[config.mk]
export PLATFORM = sky130hd
export DESIGN_NAME = topt_ctrl
export DESIGN_NICKNAME = d
export VERILOG_FILES = /design/src/topt_pkg.sv /design/src/topt_ctrl.sv
export SDC_FILE = /design/constraint.sdc
export NUM_CORES = 1
export LEC_CHECK = 0
export ABC_AREA = 1
export BUFFER_PORTS_ARGS = -buffer_cell sky130_fd_sc_hd__buf_2
export CAP_MARGIN = 0
export CORE_ASPECT_RATIO = 1.2
export CORE_MARGIN = 5
export CORE_UTILIZATION = 27
export DETAILED_ROUTE_END_ITERATION = 8
export HOLD_SLACK_MARGIN = 0.1
export PLACE_DENSITY = 0.63
export SLEW_MARGIN = 10
export SYNTH_ARGS = -nofsm -noshare
export SYNTH_HDL_FRONTEND = slang
export SYNTH_SLANG_ARGS = --single-unit
[constraint.sdc]
create_clock -name clk_i -period 3.47 [get_ports clk_i]
set_input_delay 0.1735 -clock clk_i [delete_from_list [all_inputs] [get_ports clk_i]]
set_output_delay 0.1735 -clock clk_i [all_outputs]
set_load 0.005 [all_outputs]
[src/topt_pkg.sv]
// ----------------------------------------------------------------------------
// topt_pkg
// Shared types and constants of the two-opt route optimizer.
// ----------------------------------------------------------------------------
package topt_pkg;

  localparam int unsigned MaxNodesDefault = 64;
  localparam int unsigned MaxRouteDefault = 32;
  localparam int unsigned NodeW = 6;
  localparam int unsigned DistW = 24;
  localparam int unsigned TimeW = 16;
  localparam int unsigned CostW = 30;
  localparam int unsigned PosW  = 5;
  localparam int unsigned AccW  = 36;
  localparam int unsigned TAccW = 40;

  typedef enum logic [1:0] {
    OP_WINDOW = 2'd0,
    OP_PAIR   = 2'd1,
    OP_ROUTE  = 2'd2,
    OP_NONE   = 2'd3
  } op_e;

  typedef struct packed {
    logic [1:0]       operation;
    logic [NodeW-1:0] node_a;
    logic [NodeW-1:0] node_b;
    logic [DistW-1:0] distance;
    logic [TimeW-1:0] early_time;
    logic [TimeW-1:0] late_time;
    logic [TimeW-1:0] service_time;
    logic             last;
  } in_item_t;

  typedef struct packed {
    logic [PosW-1:0]  position;
    logic [NodeW-1:0] customer;
    logic [CostW-1:0] route_cost;
    logic             final_flag;
  } out_item_t;

  // controller to datapath commands
  typedef enum logic [3:0] {
    CMD_IDLE,
    CMD_BASE_START,
    CMD_BASE_STEP,
    CMD_TRIAL_START,
    CMD_TRIAL_STEP,
    CMD_ACCEPT,
    CMD_COPY_STEP,
    CMD_EMIT_START,
    CMD_EMIT_STEP
  } cmd_e;

  typedef struct packed {
    logic done;     // current sweep finished
    logic improve;  // trial shorter and feasible
  } dp_status_t;

endpackage

[src/topt_ctrl.sv]
// ----------------------------------------------------------------------------
// topt_ctrl
// Sequencer over loading, base cost, trial reversals, passes and emission.
// ----------------------------------------------------------------------------
module topt_ctrl #(
  parameter int unsigned MaxRoute = topt_pkg::MaxRouteDefault
) (
  input  logic                 clk_i,
  input  logic                 rst_ni,
  input  logic                 in_valid_i,
  output logic                 in_stall_o,
  input  topt_pkg::in_item_t   in_item_i,
  output logic                 load_o,
  output topt_pkg::cmd_e       cmd_o,
  output logic [$clog2(MaxRoute+1)-1:0] count_o,
  output logic [$clog2(MaxRoute)-1:0]   seg_i_o,
  output logic [$clog2(MaxRoute)-1:0]   seg_k_o,
  input  topt_pkg::dp_status_t status_i,
  output logic                 out_valid_o,
  input  logic                 out_stall_i
);

  localparam int unsigned RW = $clog2(MaxRoute);
  localparam int unsigned CW = $clog2(MaxRoute + 1);

  typedef enum logic [6:0] {
    S_LOAD  = 7'b0000001,
    S_BASE  = 7'b0000010,
    S_TSTRT = 7'b0000100,
    S_TRIAL = 7'b0001000,
    S_NEXT  = 7'b0010000,
    S_FIN   = 7'b0100000,
    S_EMIT  = 7'b1000000
  } state_e;

  state_e        state_q, state_d;
  logic [CW-1:0] cnt_q, cnt_d, emitted_q, emitted_d;
  logic [RW-1:0] i_q, i_d, k_q, k_d;
  logic [1:0]    pass_q, pass_d;
  logic          start_q, start_d;

  logic acc;
  assign acc = in_valid_i && !in_stall_o;
  assign in_stall_o = (state_q != S_LOAD);
  assign load_o = acc;

  always_comb begin
    state_d = state_q; cnt_d = cnt_q; i_d = i_q; k_d = k_q; pass_d = pass_q;
    start_d = 1'b0; emitted_d = emitted_q; cmd_o = topt_pkg::CMD_IDLE;
    unique case (state_q)
      S_LOAD: begin
        if (acc && in_item_i.operation == topt_pkg::OP_ROUTE) begin
          if (cnt_q < CW'(MaxRoute)) cnt_d = cnt_q + 1'b1;
          if (in_item_i.last && cnt_d != '0) begin
            state_d = S_BASE; start_d = 1'b1; pass_d = '0;
          end
        end
      end
      S_BASE: begin
        cmd_o = start_q ? topt_pkg::CMD_BASE_START : topt_pkg::CMD_BASE_STEP;
        if (!start_q && status_i.done) begin
          if (cnt_q > CW'(2) && pass_q < 2'd2) begin
            state_d = S_TSTRT; i_d = '0; k_d = RW'(1);
          end else begin
            state_d = S_EMIT; emitted_d = '0;
            cmd_o = topt_pkg::CMD_EMIT_START;
          end
        end
      end
      S_TSTRT: begin
        cmd_o = topt_pkg::CMD_TRIAL_START; state_d = S_TRIAL; start_d = 1'b1;
      end
      S_TRIAL: begin
        cmd_o = start_q ? topt_pkg::CMD_TRIAL_START : topt_pkg::CMD_TRIAL_STEP;
        if (status_i.done) state_d = S_NEXT;
      end
      S_NEXT: begin
        if (status_i.improve) begin
          cmd_o = topt_pkg::CMD_ACCEPT; pass_d = '0;
        end
        if (CW'(k_q) + 1'b1 < cnt_q) begin
          k_d = k_q + 1'b1; state_d = S_TSTRT;
        end else if (CW'(i_q) + CW'(2) < cnt_q) begin
          i_d = i_q + 1'b1; k_d = i_q + RW'(2); state_d = S_TSTRT;
        end else begin
          state_d = S_FIN;
        end
      end
      S_FIN: begin
        pass_d = pass_q + 1'b1; state_d = S_BASE; start_d = 1'b1;
      end
      S_EMIT: begin
        if (!out_stall_i) begin
          cmd_o = topt_pkg::CMD_EMIT_STEP;
          emitted_d = emitted_q + 1'b1;
          if (emitted_q + 1'b1 == cnt_q) begin
            state_d = S_LOAD; cnt_d = '0;
          end
        end
      end
      default: state_d = S_LOAD;
    endcase
  end

  always_ff @(posedge clk_i or negedge rst_ni) begin
    if (!rst_ni) begin
      state_q <= S_LOAD; cnt_q <= '0; i_q <= '0; k_q <= '0; pass_q <= '0;
      start_q <= 1'b0; emitted_q <= '0;
    end else begin
      state_q <= state_d; cnt_q <= cnt_d; i_q <= i_d; k_q <= k_d; pass_q <= pass_d;
      start_q <= start_d; emitted_q <= emitted_d;
    end
  end

  assign count_o = cnt_q;
  assign seg_i_o = i_q;
  assign seg_k_o = k_q;
  assign out_valid_o = (state_q == S_EMIT);

`ifndef SYNTHESIS
  a_stall_busy: assert property (@(posedge clk_i) disable iff (!rst_ni)
    out_valid_o |-> in_stall_o) else $error("input taken during emit");
  a_seg_order: assert property (@(posedge clk_i) disable iff (!rst_ni)
    (state_q == S_TRIAL) |-> (k_q > i_q)) else $error("bad segment");
  a_cnt_bound: assert property (@(posedge clk_i) disable iff (!rst_ni)
    cnt_q <= CW'(MaxRoute)) else $error("route count overflow");
  a_emit_cnt: assert property (@(posedge clk_i) disable iff (!rst_ni)
    out_valid_o |-> (cnt_q != '0)) else $error("emit of empty route");
`endif

endmodule

# Yosys cells after proc, flatten, opt, wreduce, memory -nomap -nowiden
# Index checks and enable logic that the tools add are counted.
# W data, S select, Z words.
# op_classes
add_sub_neg,8
magnitude_cmp,5
eq_ne,22
mux,45
n_reduce_logical,19
# ops
cell,n
$mux W6,11
$mux W7,7
$pmux W7 S7,1
$mux W5,8
$pmux W6 S2,2
$ne A2 B2 Y1 const B,10
$pmux W4 S5,1
$pmux W5 S2,2
$reduce_and A4 Y1,4
$add A6 B1 Y6 const B,2
$lt A6 B6 Y1,2
$mux W3,4
$add A5 B1 Y5 const B,2
$mux W2,4
$eq A7 B1 Y1 const B,1
$eq A7 B2 Y1 const B,1
$eq A7 B3 Y1 const B,1
$eq A7 B4 Y1 const B,1
$eq A7 B5 Y1 const B,1
$eq A7 B6 Y1 const B,1
$eq A7 B7 Y1 const B,1
$ne A7 B1 Y1 const B,1
$add A5 B1 Y6 const B,1
$add A5 B2 Y6 const B,1
other kinds (21),29
# word_totals
register_bits,32
inputBits,93
elab_cells,106

# Longest topological paths before layout
# Gate-level depths: netlist (run 1).
# logic_depth
word_depth,11
depth_mapped,14
mapped_depth_nobuf,14

# Worst setup path after synthesis (run 1)
# No wires, ideal clock.
# synth_timing
path_kind,register to register
startpoint,"reg k_q[0], in the netlist seg_k_o[0]"
endpoint,"reg k_q[0], in the netlist seg_k_o[0]"
setup_time_ns,0.122
t_arrival_ns,2.090
required_ns,3.348
slack_ns,1.258
path_stages_with_launch,13
n_path_buf,0
synth_period_minus_slack_ns,2.212
path_cell_list,dfrtp_1 -> ha_1 -> nand3_1 -> xor2_1 -> ha_1 -> nand2_1 -> nor2_1 -> nor3_1 -> nand2_1 -> nand2_1 -> nand2_1 -> nor2_1 -> o21ai_1
# synth_between
elab_chain_len,4
# synth_lines
element,line_no,rtl
start: declaration,topt_ctrl.sv:38,"logic [RW-1:0] i_q, i_d, k_q, k_d;"
start signal: assignment,topt_ctrl.sv:110,state_q <= state_d; cnt_q <= cnt_d; i_q <= i_d; k_q <= k_d; pass_q <= pass_d;
$add A5 B1 Y6,topt_ctrl.sv:81,if (CW'(k_q) + 1'b1 < cnt_q) begin
$lt A6 B6 Y1,topt_ctrl.sv:81,
$ne A3 B3 Y1 (no line) / $mux W5 (equally long branches),--,
$reduce_and A4 Y1 (no line) / $pmux W5 S2 (equally long branches),--,
# Several ways; a longest one is shown, not always the timed one.
# A chain may end at the register's enable or synchronous reset.

# Worst setup path in the final report (run 1)
# Ends and elaborated chain as after synthesis.

==> impl_results.md, run 1 <==
- Leakage: 0.001565 µW
- Worst EP arrival: 2.67 ns
- Largest net degree at the start of global routing: 33
- First-pass GRT wire length: 10560 µm
- Yosys top cell area share: 0.3123
- Post-Route Setup TNS: 0 ns
- Peak VDD IR: 0.2235 mV
- Row cnt: 38
- Worst min path class: input pin to register
- Post-Syn Area per Cell: 7.096 µm²
- Synth cell types: 37
- Outcome: finished, final reports clean
- Final std cells w/o fill: 507
- Met1 Resource Use GR: 0.1352
- First-pass DRT Iterations: 4
- Netlist Area Pre-Place: 2484 µm²
- Post-synth EDFFs: 0
- Total vias in the final route: 2308
- Synth cell count leaders: nand2_1, inv_1, nand3_1
- Post-CTS Resized: 0
- Hpwl dp: 4825 µm
- Final period util: 0.7190
- Drt drc: 0
- Max-Cap Viols: 0
- Syn Inst Count: 350
- Layout cells sized above 1: 0.1860
- Clock slew at reported path FFs: 0.07 ns
- Net Sw Frac: 0.4612
- Clock buffer count from CTS: 5
- Worst Tran Pin Value: 0.7504 ns
- Post-Route WL: 6038 µm
- Crit end category: register
- Area grow syn2layout: 16.22%
- Vias in the first global route: 2414
- GPL Wtd Cong: 0.8100
- Final core occ: 0.3195
- Via-to-Cell Ratio: 4.552
- Hold buffers post-CTS: 1
- Final net count: 496
- Total net switching power: 797.5 µW
- Gate power share: 0.494
- Die Wd: 97.56 µm
- Initial antenna violation count: 0
- CTS tree: done
- Height of the die: 115.1 µm
- Initial Utilization: 0.2749
- RSZ-0062 raised after global routing: no
- FFs w/ async S/R, synth: 1.000
- Total track usage: 0.1123
- Max Fanout on Critical Path: 6
- Met2 Use GR: 0.2035
- Peak Freq: 0.4008 GHz
- Wirelength per Cell: 11.91 µm
- Root buf cell: clkbuf_8
- Global route overflow: 0
- Setup violations, final: 0
- Iteration-0 DRC Markers: 102
- Minimum clock period: 2.495 ns
- Placed cells: 499
- Clock Power Share: 0.187
- H-tree levels: 2
- Clk Latency, worst-skew pair: 0.29 ns
- Ant diodes: 0
- Final hold violations: 0
- Ports: 116
- Core Area: 9034 µm²
- WHS: 0.1742 ns
- CP Data Required Time: 3.64 ns
- Syn_nets: 459
- Routed Antenna Nets: 0
- Max clock buf depth: 2
- Count leader, synth: nand2_1
- WS Path Type: register to register
- Synth top area cells: dfrtp_1, nand2_1, ha_1
- Die area: 11230 µm²
- Relative slew slack: 0.4997
- Skew final: 0.007734 ns
- Yosys warning total: 0
- Seq/Total Area, Yosys: 0.3229
- Synthesis-stage register bit count: 32
- Port bufs: 31
- Post-CTS Setup Inserts: 0
- Tot Pwr: 1729 µW
- Area leader, netlist: dfrtp_1
- # clock sinks: 32
- Seq pwr share: 0.319
- Met3 global-route usage: 0.02002
- Internal power: 931.7 µW
- Layer with the highest usage: met2
- Max Slew Vio Count: 0
- CP Launch Type: register
- PD cells: 599.1 nW/µm²
- Top_reg_cell synth: dfrtp_1
==> metrics by stage <==
stage                     cell area (µm²)  worst slack, ns
after floorplan                      2484            1.258
after global routing                 2887           0.7392
after detailed placement             2780           0.9551
after CTS                            2887           0.9431
final                                2887           0.9752
after global placement               2780           0.9732
==> layout by cell type, fill, tap and decap left out, types with 2 or more instances in the layout <==
cell,Yosys,routed
a21oi_1,3,3
buf_2,0,31
clkbuf_8,0,7
dfrtp_1,31,31
ha_1,16,16
inv_1,46,46
inv_2,6,6
nand2_1,115,115
nand2_2,4,4
nand2_4,3,3
nand3_1,36,36
nand3_2,4,4
nand3b_1,3,3
nand4_1,8,8
nor2_1,25,25
nor2_2,3,3
nor2_4,3,3
nor3b_1,2,2
o21ai_0,4,4
o21ai_1,6,6
o21ai_2,2,2
o22ai_1,4,4
or2_2,2,2
xnor2_1,3,3
xor2_1,7,7
==> registers in the layout, summed over array words and instances (netlist names) <==
| name | count |
|---|---|
| state_q | 7 |
| start_q | 1 |
| seg_i_o | 5 |
| count_o | 6 |
| emitted_q | 6 |
| pass_q | 2 |
| seg_k_o | 5 |
==> cell type report <==
cell class,count,area [µm²]
well taps,120,150.1
inverters,54,205.2
flip-flops and latches,32,802.0
fillers,1014,6147
repair buffers,32,165.2
clock buffers,7,96.34
multi-input cells,262,1468
==> routing by layer <==
metal / share of wire / up-vias / routed length (µm)
met3: 0.038 / 9 / 228
li1: - / 1189 / -
met2: 0.50 / 50 / 2993
met1: 0.45 / 1060 / 2740
met5: 0 / - / 0
met4: 0.013 / 0 / 76
==> power by group through the flow <==
stage	registers [µW]	clock network [µW]	logic, µW
3_5_place_dp	558	0	856
2_1_floorplan	527	0	662
6_report	551	323	855
4_1_cts	551	331	861
3_3_place_gp	557	0	837
5_1_grt	563	344	969
==> worst paths after layout <==
kind	from	to	depth (start not counted)	slack (ns)
worst max register to register	seg_k_o[0]	seg_k_o[0]	12	0.98
worst max-delay path	seg_k_o[0]	seg_k_o[0]	12	0.98
min in group asynchronous	rst_ni	emitted_q[4]	2	0.49
worst min-delay path	status_i[1]	state_q[3]	4	0.17
max in group asynchronous	rst_ni	pass_q[1]	2	2.49
worst min register to register	seg_k_o[4]	seg_k_o[4]	2	0.52
==> cells by family after synthesis <==
family | after synthesis | share of synthesized area
buf+inv | 56 | 0.08614
fa+ha+maj | 16 | 0.08060
flops | 32 | 0.3229
xor+xnor | 10 | 0.03527
compound gates | 24 | 0.06550
simple gates | 212 | 0.4096
==> worst max-delay path: stages (launching register included) <==
cell	delay (ns)
dfrtp_1	0.43
ha_1	0.25
nand3_1	0.10
xor2_1	0.19
ha_1	0.26
nand2_1	0.07
nor2_1	0.05
nor3_1	0.44
nand2_1	0.26
nand2_1	0.11
nand2_1	0.05
nor2_1	0.08
o21ai_1	0.07
Power figures use the tool's default switching activity.
==> run 2: changes to the inputs <==
Settings changed: ABC_AREA 1 to 0, PLACE_DENSITY 0.63 to 0.66.
Clock period 3.47 ns to 2.21 ns, I/O delays scaled along.
==> impl_results.md, run 2 <==
- Total vias in the final route: 2114 (was 2308)
- Max Slew Vio Count: 0 (unchanged)
- Global route overflow: 0 (unchanged)
- CP Data Required Time: 2.39 ns (was 3.64 ns)
- Die Wd: 93.88 µm (was 97.56 µm)
- Syn_nets: 359 (was 459)
- Core Area: 8198 µm² (was 9034 µm²)
- First-pass DRT Iterations: 4 (unchanged)
- Area grow syn2layout: 32.22% (was 16.22%)
- Synth top area cells: dfrtp_1, ha_1, xnor2_1 (was dfrtp_1, nand2_1, ha_1)
- Worst EP arrival: 2.46 ns (was 2.67 ns)
- Largest net degree at the start of global routing: 33 (unchanged)
- Post-Route WL: 5987 µm (was 6038 µm)
- Port bufs: 31 (unchanged)
- Top_reg_cell synth: dfrtp_1 (unchanged)
- Skew final: 0.008186 ns (was 0.007734 ns)
- Die area: 10390 µm² (was 11230 µm²)
- Count leader, synth: dfrtp_1 (was nand2_1)
- Layout cells sized above 1: 0.3175 (was 0.1860)
- Routed Antenna Nets: 0 (unchanged)
- GPL Wtd Cong: 0.8453 (was 0.8100)
- Worst min path class: input pin to register (unchanged)
- Final core occ: 0.3677 (was 0.3195)
- Via-to-Cell Ratio: 4.928 (was 4.552)
- Largest register by flop count: state_q (unchanged)
- Leakage: 0.001368 µW (was 0.001565 µW)
- Peak Freq: 0.4404 GHz (was 0.4008 GHz)
- Most frequent cells in the layout: dfrtp_1, buf_2, buf_4, nand2_1 (was nand2_1, inv_1, nand3_1, dfrtp_1, buf_2)
- Failing checks: negative setup slack
- Syn Inst Count: 250 (was 350)
- Wirelength per Cell: 13.96 µm (was 11.91 µm)
- Ports: 116 (unchanged)
- FFs w/ async S/R, synth: 1.000 (unchanged)
- Minimum clock period: 2.271 ns (was 2.495 ns)
- Worst Tran Pin Value: 0.7650 ns (was 0.7504 ns)
- Yosys warning total: 0 (unchanged)
- Max clock buf depth: 2 (unchanged)
- Area leader, netlist: dfrtp_1 (unchanged)
- Total track usage: 0.1185 (was 0.1123)
- Synth cell count leaders: dfrtp_1, nand2_1, nand3_1 (was nand2_1, inv_1, nand3_1)
- WHS Path Cells: 3 (was 4)
- Crit end category: register (unchanged)
- Initial Utilization: 0.2781 (was 0.2749)
- Final hold violations: 0 (unchanged)
- # clock sinks: 32 (unchanged)
- Post-Syn Area per Cell: 9.119 µm² (was 7.096 µm²)
- CTS tree: done (unchanged)
- WS Path Type: register to register (unchanged)
- Max-Cap Viols: 0 (unchanged)
- Relative slew slack: 0.4900 (was 0.4997)
- Setup ws final: -0.06059 ns (was 0.9752 ns)
- Netlist Area Pre-Place: 2280 µm² (was 2484 µm²)
- WHS: 0.1504 ns (was 0.1742 ns)
- Seq/Total Area, Yosys: 0.3518 (was 0.3229)
- PD cells: 974.6 nW/µm² (was 599.1 nW/µm²)
- Initial antenna violation count: 0 (unchanged)
- Setup violations, final: 7 (was 0)
- Placed Area: 2770 µm² (was 2780 µm²)
- Max FFs per register: 7 (unchanged)
- Fillers: 851 (was 1014)
- H-tree levels: 2 (unchanged)
- Clock slew at reported path FFs: 0.07 ns (about the same)
- Post-synth EDFFs: 0 (unchanged)
- Synthesis-stage register bit count: 32 (unchanged)
- Outcome: finished, violations left (was finished, final reports clean)
- Height of the die: 110.7 µm (was 115.1 µm)
- Vias in the first global route: 2137 (was 2414)
- Worst R2R Path Depth: 10 (was 12)
- Drt drc: 0 (unchanged)
- CP Launch Type: register (unchanged)
- Ant diodes: 0 (unchanged)
- Row cnt: 36 (was 38)
- Clk Latency, worst-skew pair: 0.29 ns (about the same)
- Root buf cell: clkbuf_8 (unchanged)
- Yosys top cell area share: 0.3403 (was 0.3123)
- Clock buffer count from CTS: 5 (unchanged)
- Max Fanout on Critical Path: 6 (unchanged)
- RSZ-0062 raised after global routing: yes (was no)
- Final net count: 423 (was 496)
- First-pass GRT wire length: 9998 µm (was 10560 µm)
- Final period util: 1.027 (was 0.7190)
- Iteration-0 DRC Markers: 177 (was 102)
- Hpwl dp: 4662 µm (was 4825 µm)
- Place WS: -0.08601 ns (was 0.9551 ns)
- Peak VDD IR: 0.4288 mV (was 0.2235 mV)
- Synth cell types: 49 (was 37)
- Final instance area: 3014 µm² (was 2887 µm²)
run 2: cell type report:
class                   count  area (µm²)  share of cell area
clock buffers               8       100.1             0.03321
flip-flops and latches     32       802.0              0.2661
multi-input cells         195        1494              0.4956
repair buffers             64       415.4              0.1378
well taps                 114       142.6             0.04732
inverters                  16       60.06             0.01993
run 2: logic make-up after synthesis:
group	share of synthesized area
buffers and inverters	0.04007
adders and majority gates	0.08781
xor gates and xnor gates	0.07684
DFF	0.3518
and+or+nand+nor	0.2569
AOI/OAI and AO/OA	0.1636
muxes	0.02305
run 2: layer usage:
layer | track usage | share of wire | up-vias
met2 | 0.1990 | 0.49 | 47
met3 | 0.02851 | 0.042 | 12
met4 | 0.04721 | 0.026 | 0
met5 | 0 | 0 | -
met1 | 0.1435 | 0.44 | 1014
li1 | - | - | 1041
run 2: repair_timing:
| action | 4_1_cts | 5_1_grt |
|---|---|---|
| gates resized for setup | 6 | 20 |
| endpoints found under the hold margin | 32 | 0 |
| endpoints found under the setup margin | 9 | 20 |
| pin swaps | 1 | 3 |
| hold buffers | 2 | 0 |
| setup buffers | 0 | 2 |
run 2: power breakdown:
part / total, µW / leakage, µW / switching (µW) / internal (µW)
Clock: 505 / 0.0000515 / 221 / 284
Sequential: 794 / 0.000402 / 112 / 683
Combinational: 1640 / 0.000915 / 804 / 834
Total: 2940 / 0.00137 / 1140 / 1800
run 2: critical path, stage by stage (launching register included):
cell and delay [ns]:
dfrtp_1 0.38, ha_2 0.20, nand3_2 0.08, xnor2_2 0.16, ha_1 0.31, nand4_1 0.10, o221a_4 0.33, buf_6 0.15
buf_6 0.11, mux2i_1 0.11, o31ai_1 0.25
run 2: final timing paths:
check	from	end	slack, ns
setup / recovery	seg_k_o[1]	seg_k_o[3]	-0.06
hold / removal	in_item_i[0]	start_q	0.15
setup reg to reg	seg_k_o[1]	seg_k_o[3]	-0.06
hold reg to reg	pass_q[0]	pass_q[0]	0.50
max in group asynchronous	rst_ni	state_q[4]	1.28
min in group asynchronous	rst_ni	emitted_q[4]	0.43
run 2: through the flow:
step                      instances  power, µW  TNS (ns)
final                           429       2938   -0.2238
after global routing            429       3141    -1.359
after CTS                       427       2745   -0.1327
after detailed placement        417       2163   -0.3952
after global placement          417       2113   -0.1909
after floorplan                 250       1639  -0.02391
==> run 3: changes to the inputs <==
==> constraint.sdc (replaced) <==
create_clock -name clk_i -period 2.21 [get_ports clk_i]
set_input_delay 0.442 -clock clk_i [delete_from_list [all_inputs] [get_ports clk_i]]
set_output_delay 0.442 -clock clk_i [all_outputs]
set_load 0.005 [all_outputs]
==> impl_results.md, run 3 (synthesis gave the netlist of run 2 again) <==
- Initial Utilization: 0.2781 (unchanged)
- WHS: 0.2217 ns (was 0.1504 ns)
- Internal power: 2074 µW (was 1801 µW)
- Skew final: 0.005937 ns (was 0.008186 ns)
- Wirelength per Cell: 14.35 µm (was 13.96 µm)
- Final net count: 441 (was 423)
- Hpwl dp: 4673 µm (was 4662 µm)
- Max Slew Vio Count: 0 (unchanged)
- RSZ-0062 raised after global routing: yes (unchanged)
- R2r startpoint: seg_i_o[1] (was seg_k_o[1])
- Max-Cap Viols: 0 (unchanged)
- Critical path launch point: state_q[3] (was seg_k_o[1])
- Hold buffers post-CTS: 0 (was 2)
- Clock buffer count from CTS: 5 (unchanged)
- Ports: 116 (unchanged)
- H-tree levels: 2 (unchanged)
- Clk Latency, worst-skew pair: 0.28 ns (was 0.29 ns)
- Tot Pwr: 3349 µW (was 2938 µW)
- PD cells: 1003 nW/µm² (was 974.6 nW/µm²)
- Worst Path Buf+Inv: 1 (was 2)
- Seq pwr share: 0.245 (was 0.270)
- Net Sw Frac: 0.3807 (was 0.3870)
- Crit end category: output pin (was register)
- Clock slew at reported path FFs: 0.07 ns (about the same)
- Worst EP arrival: 1.86 ns (was 2.46 ns)
- CP max stage cell: dfrtp_2 (was dfrtp_1)
- Worst Tran Pin Value: 0.7491 ns (was 0.7650 ns)
- Total vias in the final route: 2187 (was 2114)
- CP Launch Type: register (unchanged)
- Port bufs: 31 (unchanged)
- Peak VDD IR: 0.5754 mV (was 0.4288 mV)
- Area grow syn2layout: 46.43% (was 32.22%)
- Routed Antenna Nets: 0 (unchanged)
- Crit path cell chain: nor4_4, nand4bb_1, nor2_2, nand2_1, o2111ai_2, buf_2 (was ha_2, nand3_2, xnor2_2, ha_1, nand4_1, o221a_4, buf_6, buf_6, mux2i_1, o31ai_1)
- Most frequent cells in the layout: buf_4, buf_2, dfrtp_1, nand2_1, nand3_1 (was dfrtp_1, buf_2, buf_4, nand2_1)
- Drt drc: 0 (unchanged)
- Die area: 10390 µm² (unchanged)
- Die Wd: 93.88 µm (unchanged)
- Ant diodes: 0 (unchanged)
- First-pass DRT Iterations: 4 (unchanged)
- Minimum clock period: 2.298 ns (was 2.271 ns)
- Gate power share: 0.568 (was 0.558)
- Layout cells sized above 1: 0.4354 (was 0.3175)
- Vias in the first global route: 2218 (was 2137)
- Max Fanout on Critical Path: 3 (was 6)
- Via-to-Cell Ratio: 4.893 (was 4.928)
- Row cnt: 36 (unchanged)
- CTS tree: done (unchanged)
- Multi-input gate area: 1640 µm² (was 1494 µm²)
- Post-Route WL: 6413 µm (was 5987 µm)
- Relative slew slack: 0.5006 (was 0.4900)
- Clock Power Share: 0.187 (was 0.172)
- Final hold violations: 0 (unchanged)
- Final period util: 1.040 (was 1.027)
- FF/Latch Area: 807.0 µm² (was 802.0 µm²)
- Initial antenna violation count: 0 (unchanged)
- Max FFs per register: 7 (unchanged)
- First-pass GRT wire length: 10350 µm (was 9998 µm)
- Outcome: finished, violations left (unchanged)
- Total net switching power: 1275 µW (was 1137 µW)
- Core Area: 8198 µm² (unchanged)
- Fillers: 817 (was 851)
- Global route overflow: 0 (unchanged)
- Max clock buf depth: 2 (unchanged)
- Worst min path class: input pin to asynchronous set/reset pin (was input pin to register)
- WS Path Type: register to output pin (was register to register)
- Total track usage: 0.1235 (was 0.1185)
- CP max stage delay: 0.43 ns (was 0.38 ns)
- Iteration-0 DRC Markers: 114 (was 177)
- Setup violations, final: 2 (was 7)
- Largest register by flop count: state_q (unchanged)
- Root buf cell: clkbuf_8 (unchanged)
- Leakage: 0.001508 µW (was 0.001368 µW)
- CP Data Required Time: 1.77 ns (was 2.39 ns)
- Largest net degree at the start of global routing: 33 (unchanged)
- # clock sinks: 32 (unchanged)
- CP delay by family, top: simple AND/OR/NAND/NOR gates (was compound AO/OA/AOI/OAI gates)
- Peak Freq: 0.4352 GHz (was 0.4404 GHz)
- Height of the die: 110.7 µm (unchanged)
- Failing checks: negative setup slack (unchanged)
- Most common cell after layout, fill and taps aside: buf_4
- GPL Wtd Cong: 0.8516 (was 0.8453)
- Setup ws final: -0.08794 ns (was -0.06059 ns)
## run 3: repair_timing
action,CTS,global route
pin swaps,14,21
gates resized for setup,25,37
setup endpoints to repair,14,22
setup buffers,14,10
## run 3: through the flow
step	TNS [ns]	util	setup WS, ns	instance area [µm²]	std cells
floorplan	-0.02391	-	-0.01189	2288	250
global placement	-0.2064	0.3361	-0.05667	2755	415
detailed placement	-0.5547	0.3361	-0.1422	2755	415
CTS	-0.2570	0.3773	-0.06832	3093	437
global route	-1.008	0.4072	-0.2039	3338	447
finish	-0.1410	0.4072	-0.08794	3338	447
## run 3: final cells by class
class,instances,share of cell area
clock buffer,7,0.02886
tap,114,0.04273
inverter,16,0.01874
multi-input combinational,195,0.4914
timing repair buffer,82,0.1675
sequential,32,0.2418
clock inverter,1,0.008996
## run 3: power by group through the flow
stage               combinational [µW]  sequential [µW]  clock [µW]
floorplan                          825              815           0
global placement                  1310              793           0
detailed placement                1360              801           0
CTS                               1610              801         641
global route                      2060              837         674
finish                            1900              820         625
## run 3: worst paths after layout
kind	endpoint	slack (ns)	cells after the start
hold / removal	count_o[1]	0.22	1
min in group clk_i	state_q[3]	0.41	2
max in group asynchronous	seg_k_o[3]	1.47	1
setup / recovery	cmd_o[0]	-0.09	6
hold reg to reg	pass_q[0]	0.50	1
setup reg to reg	seg_i_o[4]	-0.05	9
## run 3: layer usage
layer | vias up | global-route usage | routed length, µm
met1 | 1074 | 0.1472 | 2758
met2 | 35 | 0.2160 | 3305
met5 | - | 0 | 0
li1 | 1072 | - | -
met4 | 0 | 0.03757 | 71
met3 | 6 | 0.02919 | 277
